## src/rtl/core/ssrf_pkg.sv

```systemverilog
// shared constants, types and width helpers for the supersample resolve filter
package ssrf_pkg;

  localparam int CHAN_W     = 8;
  localparam int CHAN_MAX   = 255;
  localparam int SIDE_W     = 3;
  localparam int SIDE_CODES = 2 ** SIDE_W;
  localparam int DATA_W     = 32;
  localparam int ADDR_W     = 3;

  typedef logic [CHAN_W-1:0] chan_t;
  typedef logic [SIDE_W-1:0] side_t;
  typedef logic [ADDR_W-1:0] paddr_t;
  typedef logic [DATA_W-1:0] pdata_t;

  // register index taken from the word address bit
  typedef enum logic {
    REG_SAMPLES_PER_SIDE = 1'b0,
    REG_UNMAPPED         = 1'b1
  } reg_idx_t;

  // width of a running sum of channel*alpha over a full group
  function automatic int sum_width(input int max_side);
    return $clog2(max_side * max_side * CHAN_MAX * CHAN_MAX + 1);
  endfunction

  // width of the sample counter, able to hold the largest group size
  function automatic int count_width(input int max_side);
    return $clog2(max_side * max_side + 1);
  endfunction

endpackage

```

## src/rtl/core/ssrf_accum.sv

```systemverilog
// input register and per-channel multiply-accumulate with group close detection
module ssrf_accum #(
  parameter int MAX_SAMPLES_PER_SIDE = 4,
  parameter int SUM_W                = 20
) (
  input  logic                clk,
  input  logic                rst_n,
  input  logic                in_valid,
  output logic                in_stall,
  input  ssrf_pkg::chan_t     in_sample_red,
  input  ssrf_pkg::chan_t     in_sample_green,
  input  ssrf_pkg::chan_t     in_sample_blue,
  input  ssrf_pkg::chan_t     in_sample_alpha,
  input  ssrf_pkg::side_t     side,
  output logic                tot_valid,
  input  logic                tot_stall,
  output logic [SUM_W-1:0]    tot_red,
  output logic [SUM_W-1:0]    tot_green,
  output logic [SUM_W-1:0]    tot_blue,
  output ssrf_pkg::side_t     tot_side
);
  import ssrf_pkg::*;

  localparam int CNT_W  = count_width(MAX_SAMPLES_PER_SIDE);
  localparam int PROD_W = 2 * CHAN_W;
  localparam int GRP_W  = 2 * SIDE_W;

  logic              in_v_r;
  chan_t             red_r, green_r, blue_r, alpha_r;
  logic [SUM_W-1:0]  red_sum_r, green_sum_r, blue_sum_r;
  logic [CNT_W-1:0]  cnt_r;
  logic              tot_v_r;
  logic [SUM_W-1:0]  tot_red_r, tot_green_r, tot_blue_r;
  side_t             tot_side_r;

  logic              tot_rdy;
  logic              adv;
  logic [PROD_W-1:0] red_prod, green_prod, blue_prod;
  logic [SUM_W-1:0]  red_nxt, green_nxt, blue_nxt;
  logic [CNT_W-1:0]  cnt_inc;
  logic [GRP_W-1:0]  group;
  logic              close;

  assign tot_rdy  = !tot_v_r || !tot_stall;
  assign adv      = in_v_r && tot_rdy;
  assign in_stall = in_v_r && !tot_rdy;

  assign red_prod   = red_r * alpha_r;
  assign green_prod = green_r * alpha_r;
  assign blue_prod  = blue_r * alpha_r;
  assign red_nxt    = red_sum_r + SUM_W'(red_prod);
  assign green_nxt  = green_sum_r + SUM_W'(green_prod);
  assign blue_nxt   = blue_sum_r + SUM_W'(blue_prod);
  assign cnt_inc    = cnt_r + CNT_W'(1);
  assign group      = GRP_W'(side) * GRP_W'(side);
  // closes at the first sample that brings the count up to the group size
  assign close      = int'(cnt_inc) >= int'(group);

  always_ff @(posedge clk) begin
    if (!rst_n) begin
      in_v_r      <= 1'b0;
      red_sum_r   <= '0;
      green_sum_r <= '0;
      blue_sum_r  <= '0;
      cnt_r       <= '0;
      tot_v_r     <= 1'b0;
    end else begin
      if (!in_stall) begin
        in_v_r <= in_valid;
      end
      if (tot_rdy) begin
        tot_v_r <= adv && close;
      end
      if (adv) begin
        if (close) begin
          red_sum_r   <= '0;
          green_sum_r <= '0;
          blue_sum_r  <= '0;
          cnt_r       <= '0;
        end else begin
          red_sum_r   <= red_nxt;
          green_sum_r <= green_nxt;
          blue_sum_r  <= blue_nxt;
          cnt_r       <= cnt_inc;
        end
      end
    end
  end

  always_ff @(posedge clk) begin
    if (in_valid && !in_stall) begin
      red_r   <= in_sample_red;
      green_r <= in_sample_green;
      blue_r  <= in_sample_blue;
      alpha_r <= in_sample_alpha;
    end
    if (adv && close) begin
      tot_red_r   <= red_nxt;
      tot_green_r <= green_nxt;
      tot_blue_r  <= blue_nxt;
      tot_side_r  <= side;
    end
  end

  assign tot_valid = tot_v_r;
  assign tot_red   = tot_red_r;
  assign tot_green = tot_green_r;
  assign tot_blue  = tot_blue_r;
  assign tot_side  = tot_side_r;

endmodule

```

## src/rtl/core/ssrf_divide.sv

```systemverilog
// reciprocal-multiply division of the group sums and the result register
module ssrf_divide #(
  parameter int MAX_SAMPLES_PER_SIDE = 4,
  parameter int SUM_W                = 20
) (
  input  logic             clk,
  input  logic             rst_n,
  input  logic             tot_valid,
  output logic             tot_stall,
  input  logic [SUM_W-1:0] tot_red,
  input  logic [SUM_W-1:0] tot_green,
  input  logic [SUM_W-1:0] tot_blue,
  input  ssrf_pkg::side_t  tot_side,
  output logic             out_valid,
  input  logic             out_stall,
  output ssrf_pkg::chan_t  out_pixel_red,
  output ssrf_pkg::chan_t  out_pixel_green,
  output ssrf_pkg::chan_t  out_pixel_blue
);
  import ssrf_pkg::*;

  localparam int DIV_W   = $clog2(CHAN_MAX * MAX_SAMPLES_PER_SIDE * MAX_SAMPLES_PER_SIDE);
  localparam int SH      = SUM_W + DIV_W;
  localparam int RECIP_W = SH - 7;
  localparam int MUL_W   = SUM_W + RECIP_W;
  localparam int Q_W     = MUL_W - SH;

  logic [RECIP_W-1:0] recip_tab [SIDE_CODES];
  logic [RECIP_W-1:0] recip;
  logic               out_v_r;
  chan_t              red_r, green_r, blue_r;
  logic               out_rdy;

  // ceil(2^SH / (255*s*s)) for every side code, clamped like the side itself
  for (genvar k = 0; k < SIDE_CODES; k++) begin : g_recip
    localparam int EFF = (k < 1) ? 1 :
                         ((k > MAX_SAMPLES_PER_SIDE) ? MAX_SAMPLES_PER_SIDE : k);
    localparam longint unsigned DIVISOR = longint'(CHAN_MAX * EFF * EFF);
    localparam longint unsigned RECIP   = ((64'd1 << SH) + DIVISOR - 64'd1) / DIVISOR;
    assign recip_tab[k] = RECIP_W'(RECIP);
  end

  assign recip = recip_tab[tot_side];

  function automatic chan_t resolve(input logic [SUM_W-1:0] sum,
                                    input logic [RECIP_W-1:0] m);
    logic [MUL_W-1:0] prod;
    logic [Q_W-1:0]   q;
    prod = MUL_W'(sum) * MUL_W'(m);
    q    = prod[MUL_W-1:SH];
    // only a setting change inside a group can push the average past full scale
    if (q > Q_W'(CHAN_MAX)) begin
      return chan_t'(CHAN_MAX);
    end
    return q[CHAN_W-1:0];
  endfunction

  assign out_rdy   = !out_v_r || !out_stall;
  assign tot_stall = !out_rdy;

  always_ff @(posedge clk) begin
    if (!rst_n) begin
      out_v_r <= 1'b0;
    end else if (out_rdy) begin
      out_v_r <= tot_valid;
    end
  end

  always_ff @(posedge clk) begin
    if (out_rdy && tot_valid) begin
      red_r   <= resolve(tot_red, recip);
      green_r <= resolve(tot_green, recip);
      blue_r  <= resolve(tot_blue, recip);
    end
  end

  assign out_valid       = out_v_r;
  assign out_pixel_red   = red_r;
  assign out_pixel_green = green_r;
  assign out_pixel_blue  = blue_r;

endmodule

```

## src/rtl/core/supersample_resolve_filter.sv

```systemverilog
// top level of the supersample box-filter resolve with its configuration register
//
// Sub-samples of one output pixel enter on the in_ channel, S*S of them in a row,
// where S is the samples_per_side register (byte address 0). Each sample is
// weighted by its alpha and summed per colour channel; the last sample of a group
// produces one pixel on the out_ channel, each channel being sum / (255*S*S)
// truncated, premultiplied against black. Pixel alpha is implicitly opaque.
// Throughput is one sample per cycle while in_stall is low: a sample register,
// the multiply-accumulate stage and the divide/result register each take one item
// a cycle. A closed group's sums pass the total and then the result register.
// When out_stall is held, samples keep being summed behind the stalled pixel;
// in_stall only rises once a further group has closed and waits for the divider
// and one more sample sits in the sample register.
// A setting of 0 acts as 1 and values above the maximum act as the maximum.
// Reset clears the sums, the sample count and all valid flags and sets S to 1.
// The user must write the register only while no item is in flight; the block
// itself does not enforce this. A partial group keeps its sums across a write.
module supersample_resolve_filter #(
  parameter int MAX_SAMPLES_PER_SIDE = 4
) (
  input  logic             clk,
  input  logic             rst_n,
  input  logic             in_valid,
  output logic             in_stall,
  input  ssrf_pkg::chan_t  in_sample_red,
  input  ssrf_pkg::chan_t  in_sample_green,
  input  ssrf_pkg::chan_t  in_sample_blue,
  input  ssrf_pkg::chan_t  in_sample_alpha,
  output logic             out_valid,
  input  logic             out_stall,
  output ssrf_pkg::chan_t  out_pixel_red,
  output ssrf_pkg::chan_t  out_pixel_green,
  output ssrf_pkg::chan_t  out_pixel_blue,
  input  logic             psel,
  input  logic             penable,
  input  logic             pwrite,
  input  ssrf_pkg::paddr_t paddr,
  input  ssrf_pkg::pdata_t pwdata,
  output ssrf_pkg::pdata_t prdata,
  output logic             pready
);
  import ssrf_pkg::*;

  localparam int SUM_W = sum_width(MAX_SAMPLES_PER_SIDE);

  side_t            side_cfg_r;
  side_t            side_eff;
  reg_idx_t         reg_idx;
  logic             cfg_wr;
  logic             tot_valid;
  logic             tot_stall;
  logic [SUM_W-1:0] tot_red, tot_green, tot_blue;
  side_t            tot_side;

  assign pready  = 1'b1;
  assign reg_idx = reg_idx_t'(paddr[ADDR_W-1]);
  assign cfg_wr  = psel && penable && pwrite && pready;

  always_ff @(posedge clk) begin
    if (!rst_n) begin
      side_cfg_r <= SIDE_W'(1);
    end else if (cfg_wr && (reg_idx == REG_SAMPLES_PER_SIDE)) begin
      side_cfg_r <= pwdata[SIDE_W-1:0];
    end
  end

  always_comb begin
    unique case (reg_idx)
      REG_SAMPLES_PER_SIDE: prdata = DATA_W'(side_cfg_r);
      default:              prdata = '0;
    endcase
  end

  always_comb begin
    if (side_cfg_r == '0) begin
      side_eff = SIDE_W'(1);
    end else if (int'(side_cfg_r) > MAX_SAMPLES_PER_SIDE) begin
      side_eff = SIDE_W'(MAX_SAMPLES_PER_SIDE);
    end else begin
      side_eff = side_cfg_r;
    end
  end

  ssrf_accum #(
    .MAX_SAMPLES_PER_SIDE (MAX_SAMPLES_PER_SIDE),
    .SUM_W                (SUM_W)
  ) u_accum (
    .clk             (clk),
    .rst_n           (rst_n),
    .in_valid        (in_valid),
    .in_stall        (in_stall),
    .in_sample_red   (in_sample_red),
    .in_sample_green (in_sample_green),
    .in_sample_blue  (in_sample_blue),
    .in_sample_alpha (in_sample_alpha),
    .side            (side_eff),
    .tot_valid       (tot_valid),
    .tot_stall       (tot_stall),
    .tot_red         (tot_red),
    .tot_green       (tot_green),
    .tot_blue        (tot_blue),
    .tot_side        (tot_side)
  );

  ssrf_divide #(
    .MAX_SAMPLES_PER_SIDE (MAX_SAMPLES_PER_SIDE),
    .SUM_W                (SUM_W)
  ) u_divide (
    .clk             (clk),
    .rst_n           (rst_n),
    .tot_valid       (tot_valid),
    .tot_stall       (tot_stall),
    .tot_red         (tot_red),
    .tot_green       (tot_green),
    .tot_blue        (tot_blue),
    .tot_side        (tot_side),
    .out_valid       (out_valid),
    .out_stall       (out_stall),
    .out_pixel_red   (out_pixel_red),
    .out_pixel_green (out_pixel_green),
    .out_pixel_blue  (out_pixel_blue)
  );

  // input only backs up once the whole pipe is full behind a stalled result
  a_stall_needs_full: assert property (@(posedge clk) disable iff (!rst_n)
    in_stall |-> (out_valid && out_stall && tot_valid))
    else $error("input stalled with room in the pipe");

  // a closed group handed to the divider shows up as a result next cycle
  a_group_reaches_out: assert property (@(posedge clk) disable iff (!rst_n)
    (tot_valid && !tot_stall) |=> out_valid)
    else $error("closed group lost before the result register");

  a_reset_clears_out: assert property (@(posedge clk)
    !rst_n |=> (!out_valid && !tot_valid))
    else $error("valid flags not cleared by reset");

endmodule

```

## config.mk

```make
export PLATFORM = sky130hd
export DESIGN_NAME = supersample_resolve_filter
export DESIGN_NICKNAME = d
export VERILOG_FILES = /design/src/rtl/core/ssrf_pkg.sv /design/src/rtl/core/ssrf_accum.sv /design/src/rtl/core/ssrf_divide.sv /design/src/rtl/core/supersample_resolve_filter.sv
export SDC_FILE = /design/constraint.sdc
export NUM_CORES = 2
export LEC_CHECK = 0
export ABC_AREA = 1
export BUFFER_PORTS_ARGS = -buffer_cell sky130_fd_sc_hd__buf_2
export CAP_MARGIN = 40
export CORE_MARGIN = 3
export CORE_UTILIZATION = 67
export DETAILED_ROUTE_END_ITERATION = 8
export GPL_TIMING_DRIVEN = 0
export MAX_ROUTING_LAYER = met4
export PLACE_DENSITY_LB_ADDON = 0.2
export SLEW_MARGIN = 40
export SYNTH_ARGS = -nofsm -noshare
export SYNTH_HDL_FRONTEND = slang
export SYNTH_SLANG_ARGS = --single-unit
```

## constraint.sdc

```tcl
create_clock -name clk -period 9.79 [get_ports clk]
set_input_delay 1.958 -clock clk [delete_from_list [all_inputs] [get_ports clk]]
set_output_delay 1.958 -clock clk [all_outputs]
set_load 0.005 [all_outputs]
```

-- Word level (Yosys, flattened, before mapping)
Memories as Yosys holds them, arrays and structs flattened.
Index checks and enable logic that the tools add are counted.
- ROM bits: 200
- register bits after elaboration: 190
- input port bits: 74
- latch bits: 0
- logic and storage cells: 76
- memories: 1
- RAM bits: 0
- reductions and logical operators: 16
- eq/ne operators: 0
- divide/modulo/power cells: 0
- add/subtract/negate cells: 4
- $lt $le $gt $ge: 6
- $mul: 7
- mux-type cells: 21
- shift-type cells: 0
- bitwise operators: 2
- memories (memory ; words ; bits a word ; rd ports ; clocked after Yosys merged registers in ; write ports ; line ; text):
    (no name shown) ; 8 ; 25 ; 1 ; 0 ; 0 ; ssrf_divide.sv:43 ; assign recip = recip_tab[tot_side];
- operator list (kind ; count):
    $mul A20 B25 Y45 ; 3
    $add A20 B16 Y20 ; 3
    $mux W20 ; 3
    $mux W25 ; 2
    $mul A8 B8 Y16 ; 3
    $mux W8 ; 6
    $gt A13 B8 Y1 const B ; 3
    $mux W3 ; 3
    $logic_and A1 B1 Y1 ; 8
    $ge A5 B6 Y1 ; 1
    $mul A3 B3 Y6 ; 1
    $mux W1 ; 6
    $add A5 B1 Y5 const B ; 1
    $logic_not A1 Y1 ; 5
    $mux W5 ; 1
    $ge A4 B4 Y1 const B ; 1
    $not A3 Y4 ; 1
    $gt A3 B3 Y1 const B ; 1
    $logic_not A3 Y1 ; 1
    $logic_or A1 B1 Y1 ; 2
    $not A1 Y1 ; 1

-- Longest topological paths before layout
- word-level depth: 9
- mapped depth: 35

-- Hierarchy
From an unflattened synthesis, not the netlist that was laid out.
- cells, all modules: 7103
- area total of the unflattened synthesis: 55986.2 sq um
- by module, submodules not included (module ; instances ; cells each ; area an instance (sq um)):
    ssrf_divide ; 1 ; 5162 ; 40826.7
    ssrf_accum ; 1 ; 1877 ; 14734.1
    supersample_resolve_filter ; 1 ; 64 ; 425.4

-- Worst setup path before layout
Ideal clock, no wire load.
- kind: flip-flop to flip-flop
- start point: reg u_accum.tot_side_r[0] (netlist: u_accum.tot_side[0])
- end point: reg u_divide.blue_r[0] (netlist: u_divide.out_pixel_blue[0]) (data pin)
- setup time: 274 ps
- arrival: 6555 ps
- slack: 2961 ps
- stages on the path, launching flop included: 33
- buffers on the path: 2
- clock period less this slack: 6829 ps
- cells stage by stage: edfxtp_1 -> clkbuf_1 -> nand2_1 -> nor2_1 -> clkinv_1 -> clkbuf_1 -> nor2_1 -> inv_1 -> fa_1 -> fa_1 -> fa_1 -> inv_1 -> fa_1 -> inv_1 -> fa_1 -> inv_1 -> fa_1 -> inv_1 -> fa_1 -> inv_1 -> ha_1 -> nand2_1 -> inv_1 -> nand2_1 -> nand2_1 -> a21oi_1 -> nand3_1 -> nand2_1 -> nand2_1 -> nand2_1 -> nand2_1 -> nor2_2 -> nand4_1
- cells in the longest elaborated chain, start to end: 9
- RTL lines (item ; line ; text):
    start, declared ; ssrf_accum.sv:34 ; side_t tot_side_r;
    start signal, assigned ; ssrf_accum.sv:101 ; tot_side_r <= side;
    $not A3 Y4 (implied by the code) * ; ssrf_divide.sv:43 ;
    $mem_v2 Z8 W25 * ; -- ;
    $mux W25 (implied by the code) * (2 in a row) ; ssrf_divide.sv:43 ;
    $mul A20 B25 Y45 * ; ssrf_divide.sv:49 ; prod = MUL_W'(sum) * MUL_W'(m);
    $gt A13 B8 Y1 ; ssrf_divide.sv:52 ; if (q > Q_W'(CHAN_MAX)) begin
    $mux W1 ; ssrf_divide.sv:52 ;
    $mux W1 ; ssrf_divide.sv:70 ; if (out_rdy && tot_valid) begin
    $mux W8 * ; ssrf_divide.sv:55 ; return q[CHAN_W-1:0];
    end signal, assigned ; ssrf_divide.sv:73 ; blue_r <= resolve(tot_blue, recip);
    end, declared ; ssrf_divide.sv:31 ; chan_t red_r, green_r, blue_r;
Mark *: on every way between the ends. The rest lies on a longest branch, timed or not. The select of a mux whose other input is x is not followed.
A chain may end at the register's enable or synchronous reset.

-- Worst setup path in the final report
- start point: reg u_accum.tot_side_r[0] (netlist: u_accum.tot_side[0])
- end point: reg u_divide.green_r[7] (netlist: u_divide.out_pixel_green[7]) (data pin)
- cells in the longest elaborated chain, start to end: 9
- RTL lines (item ; line ; text):
    $not A3 Y4 (implied by the code) * ; ssrf_divide.sv:43 ;
    $mem_v2 Z8 W25 * ; -- ;
    $mux W25 (implied by the code) * (2 in a row) ; ssrf_divide.sv:43 ;
    $mul A20 B25 Y45 * ; ssrf_divide.sv:49 ;
    $gt A13 B8 Y1 ; ssrf_divide.sv:52 ;
    $mux W1 ; ssrf_divide.sv:52 ;
    $mux W1 ; ssrf_divide.sv:70 ;
    $mux W8 * ; ssrf_divide.sv:55 ;
    end signal, assigned ; ssrf_divide.sv:72 ; green_r <= resolve(tot_green, recip);
    end, declared ; ssrf_divide.sv:31 ;
Marked as above.

==> results.txt <==
Largest net degree at the start of global routing - 24
Crit Reg-Reg Endpoint - u_divide.out_pixel_green[7]
Max stage delay on crit path - 0.74 ns
Primary FF master, synth - edfxtp_1
Worst-Margin Slew - 0.955 ns
Routed via count - 42,700
R2R cell count - 28
Number of global-route vias before repair - 44,600
Worst EP required - 10.03 ns
Sink Count - 190
Cts hold-fix bufs - 0
Mapped cell area - 54,600 um2
Filler Cell Count - 6,653
Data arrival, critical path - 8.75 ns
Slew headroom - 36.3%
Flops & latches, synth - 190
Post-Route Setup TNS - 0 ns
Post-CTS Setup Bufs - 0
Site Rows - 104
Final Hold Viols - 0
Clock root buffer - clkbuf_16
Synth Instances - 6,750
Reg2reg start - u_accum.tot_side[0]
Core area - 80,500 um2
Unrepaired setup endpoints after global routing - no
Final nets - 8,804
Synth async-reset ratio - 0%
Crit path max fanout - 10
Sequential share of the synthesized area - 9.15%
Clock buffer depth - 2
Nature of the critical path endpoint - flop
Worst-skew pair later-pin latency - 0.53 ns
DRT iter0 DRCs - 3,165
Clock skew - 0.0415 ns
Max Fclk - 0.118 GHz
Final setup fails - 0
Drt total wl - 155,000 um
Slowest-stage cell, CP - clkbuf_1
Detail Route Antenna Nets - 0
DR WL/cell - 19.4 um
GPL Wtd Cong - 1.02
R2R Setup Slk - 1.28 ns
Post-cts resize count - 0
Htree depth - 4
Maxcap violations - 0
Vias/cell - 5.37
Post-DP HPWL - 136,000 um
HP Class - flop to flop
First-pass GRT wire length - 243,000 um
Share of cells above drive strength 1 - 3.38%
Fin crit period - 8.51 ns
Critical path endpoint - u_divide.out_pixel_green[7]
IO Count - 133
Setup CP Type - flop to flop
Synth Area per Inst - 8.08 um2
Total gr overflow - 0
Gr usage total - 38.7%
Yosys warns - 0
Die footprint - 84,900 um2
IO Port Bufs - 71
CTS tree - built
Area Overhead vs Synth - 4.88%
CTS clock-pin slew for the worst setup and hold paths - 0.09 ns
Final period util - 86.9%
Initial antenna violation count - 5
Total CTS buffers - 17
# DRC - 0
Fin. max-slew vios - 0
Yosys cell types - 42
Number of enable flip-flop cells after synthesis - 119
Initial core utilization - 67.7%
First-pass DRT Iterations - 7
Startpoint types - flop
Die extent in y - 291 um
Status - finished clean
Die X - 291 um
Crit path launch - u_accum.tot_side[0]
-- state kept, by name, indices dropped and copies added, names as in the netlist --
register and count:
u_accum.tot_green 20, u_accum.green_sum_r 20, u_accum.red_sum_r 20, u_accum.in_v_r 1, u_divide.out_pixel_blue 8, u_accum.tot_side 3, u_accum.tot_blue 20, u_divide.out_pixel_red 8
side_cfg_r 3, u_accum.red_r 8, u_accum.alpha_r 8, u_accum.tot_red 20, u_divide.out_pixel_green 8, u_accum.tot_valid 1, u_accum.cnt_r 5, u_divide.out_valid 1
u_accum.blue_r 8, u_accum.green_r 8, u_accum.blue_sum_r 20
-- synth_stat cells, types with 5 or more instances --
cell | number | area share, %
nand2_1 | 1175 | 8.1
nor3_1 | 31 | 0.28
nand3b_1 | 16 | 0.22
fa_1 | 966 | 35
nor2_1 | 616 | 4.2
nand3_1 | 103 | 0.94
clkbuf_1 | 81 | 0.56
clkbuf_2 | 9 | 0.083
o21ai_0 | 47 | 0.43
a21boi_0 | 7 | 0.096
dfxtp_1 | 71 | 2.6
nand2_2 | 7 | 0.080
a21oi_1 | 217 | 2.0
a21o_1 | 5 | 0.069
inv_1 | 2136 | 15
buf_4 | 30 | 0.41
and2_1 | 12 | 0.14
edfxtp_1 | 119 | 6.5
xnor2_1 | 20 | 0.32
ha_1 | 888 | 20
clkinv_1 | 6 | 0.041
buf_2 | 9 | 0.083
or2_2 | 6 | 0.069
o21a_1 | 6 | 0.083
buf_1 | 9 | 0.062
xor2_1 | 34 | 0.55
nor2_2 | 14 | 0.16
nand4_1 | 51 | 0.58
o21bai_1 | 30 | 0.41
-- area by class of cell --
type                    instances  area (um2)  area share (%)
repair buffers                 78         485           0.848
plain buffers                 138         679            1.19
well taps                    1060        1330            2.32
diodes                          3        7.51          0.0131
flip-flops and latches        190        4990            8.73
inverters                    2145        8050            14.1
clock inverters                15         216           0.378
clock buffers                  17         425           0.743
multi-input cells            4306       41000            71.7
-- cells by family after synthesis --
group / Yosys count / share of synthesized area (%)
xor gates and xnor gates: 54 / 0.867
DFF: 190 / 9.15
and+or+nand+nor: 2044 / 15.0
AOI/OAI and AO/OA: 323 / 3.21
adders and majority gates: 1854 / 55.8
other: 2 / 0.0138
buffers and inverters: 2283 / 16.0
-- through the flow --
step	setup slack (ns)	hold WS (ns)	area, um2	util, %	cells
detailed placement	1.32	0.458	56600	70.2	7917
floorplan	2.96	0.444	54700	-	6779
CTS	1.25	0.471	57200	71.0	7949
finish	1.28	0.472	57200	71.1	7952
global placement	0.780	0.452	56400	70.0	7910
global route	0.948	0.479	57200	71.1	7952
-- worst max-delay path, delay by kind of cell (launching register included) --
kind / cells / cell delay (ns)
buf+inv: 6 / 1.84
flops: 1 / 0.37
fa+ha+maj: 8 / 3.91
simple gates: 14 / 2.10
-- cells in the final DEF (no fill, tap or decap), drive strengths merged --
cell	netlist	layout
nand3b	16	16
or2	6	6
edfxtp	119	119
xor2	34	34
a21o	5	5
conb	2	31
clkbuf	90	107
ha	888	888
fa	966	966
o31ai	1	1
diode	0	3
o21bai	30	30
nand3	104	104
a21boi	7	7
a21oi	217	217
xnor2	20	20
buf	48	126
a31oi	2	2
nor4	4	4
clkinv	6	12
and2	12	12
and3	2	2
nand4	51	51
a311oi	1	1
nor3	33	33
o211ai	1	1
o22ai	2	2
nor2	634	634
dfxtp	71	71
o21a	6	6
clkinvlp	0	1
nand2	1182	1182
inv	2139	2147
o21ai	51	51
-- routing by layer --
| layer | up-vias | part of all wire, % | global-route usage [%] |
|---|---|---|---|
| met2 | 1765 | 47 | 61.2 |
| met4 | 0 | 4.5 | 14.7 |
| met5 | - | 0 | - |
| met3 | 385 | 8.8 | 7.29 |
| li1 | 19900 | - | - |
| met1 | 20700 | 40 | 49.8 |
-- worst min path at each step --
stage / start / slack (ns) / cells after the start / to
after global placement: u_accum.green_sum_r[19] / 0.45 / 2 / u_accum.green_sum_r[19]
after global routing: u_accum.red_sum_r[13] / 0.48 / 2 / u_accum.red_sum_r[13]
after floorplan: u_accum.red_sum_r[1] / 0.44 / 2 / u_accum.red_sum_r[1]
after detailed placement: u_accum.green_sum_r[3] / 0.46 / 2 / u_accum.green_sum_r[3]
after CTS: u_accum.red_sum_r[13] / 0.47 / 2 / u_accum.red_sum_r[13]
final: u_accum.red_sum_r[13] / 0.47 / 2 / u_accum.red_sum_r[13]
Power is left out: the tool's default activity adds up to more than one toggle a clock period on the data nets, which glitch-free logic cannot reach.
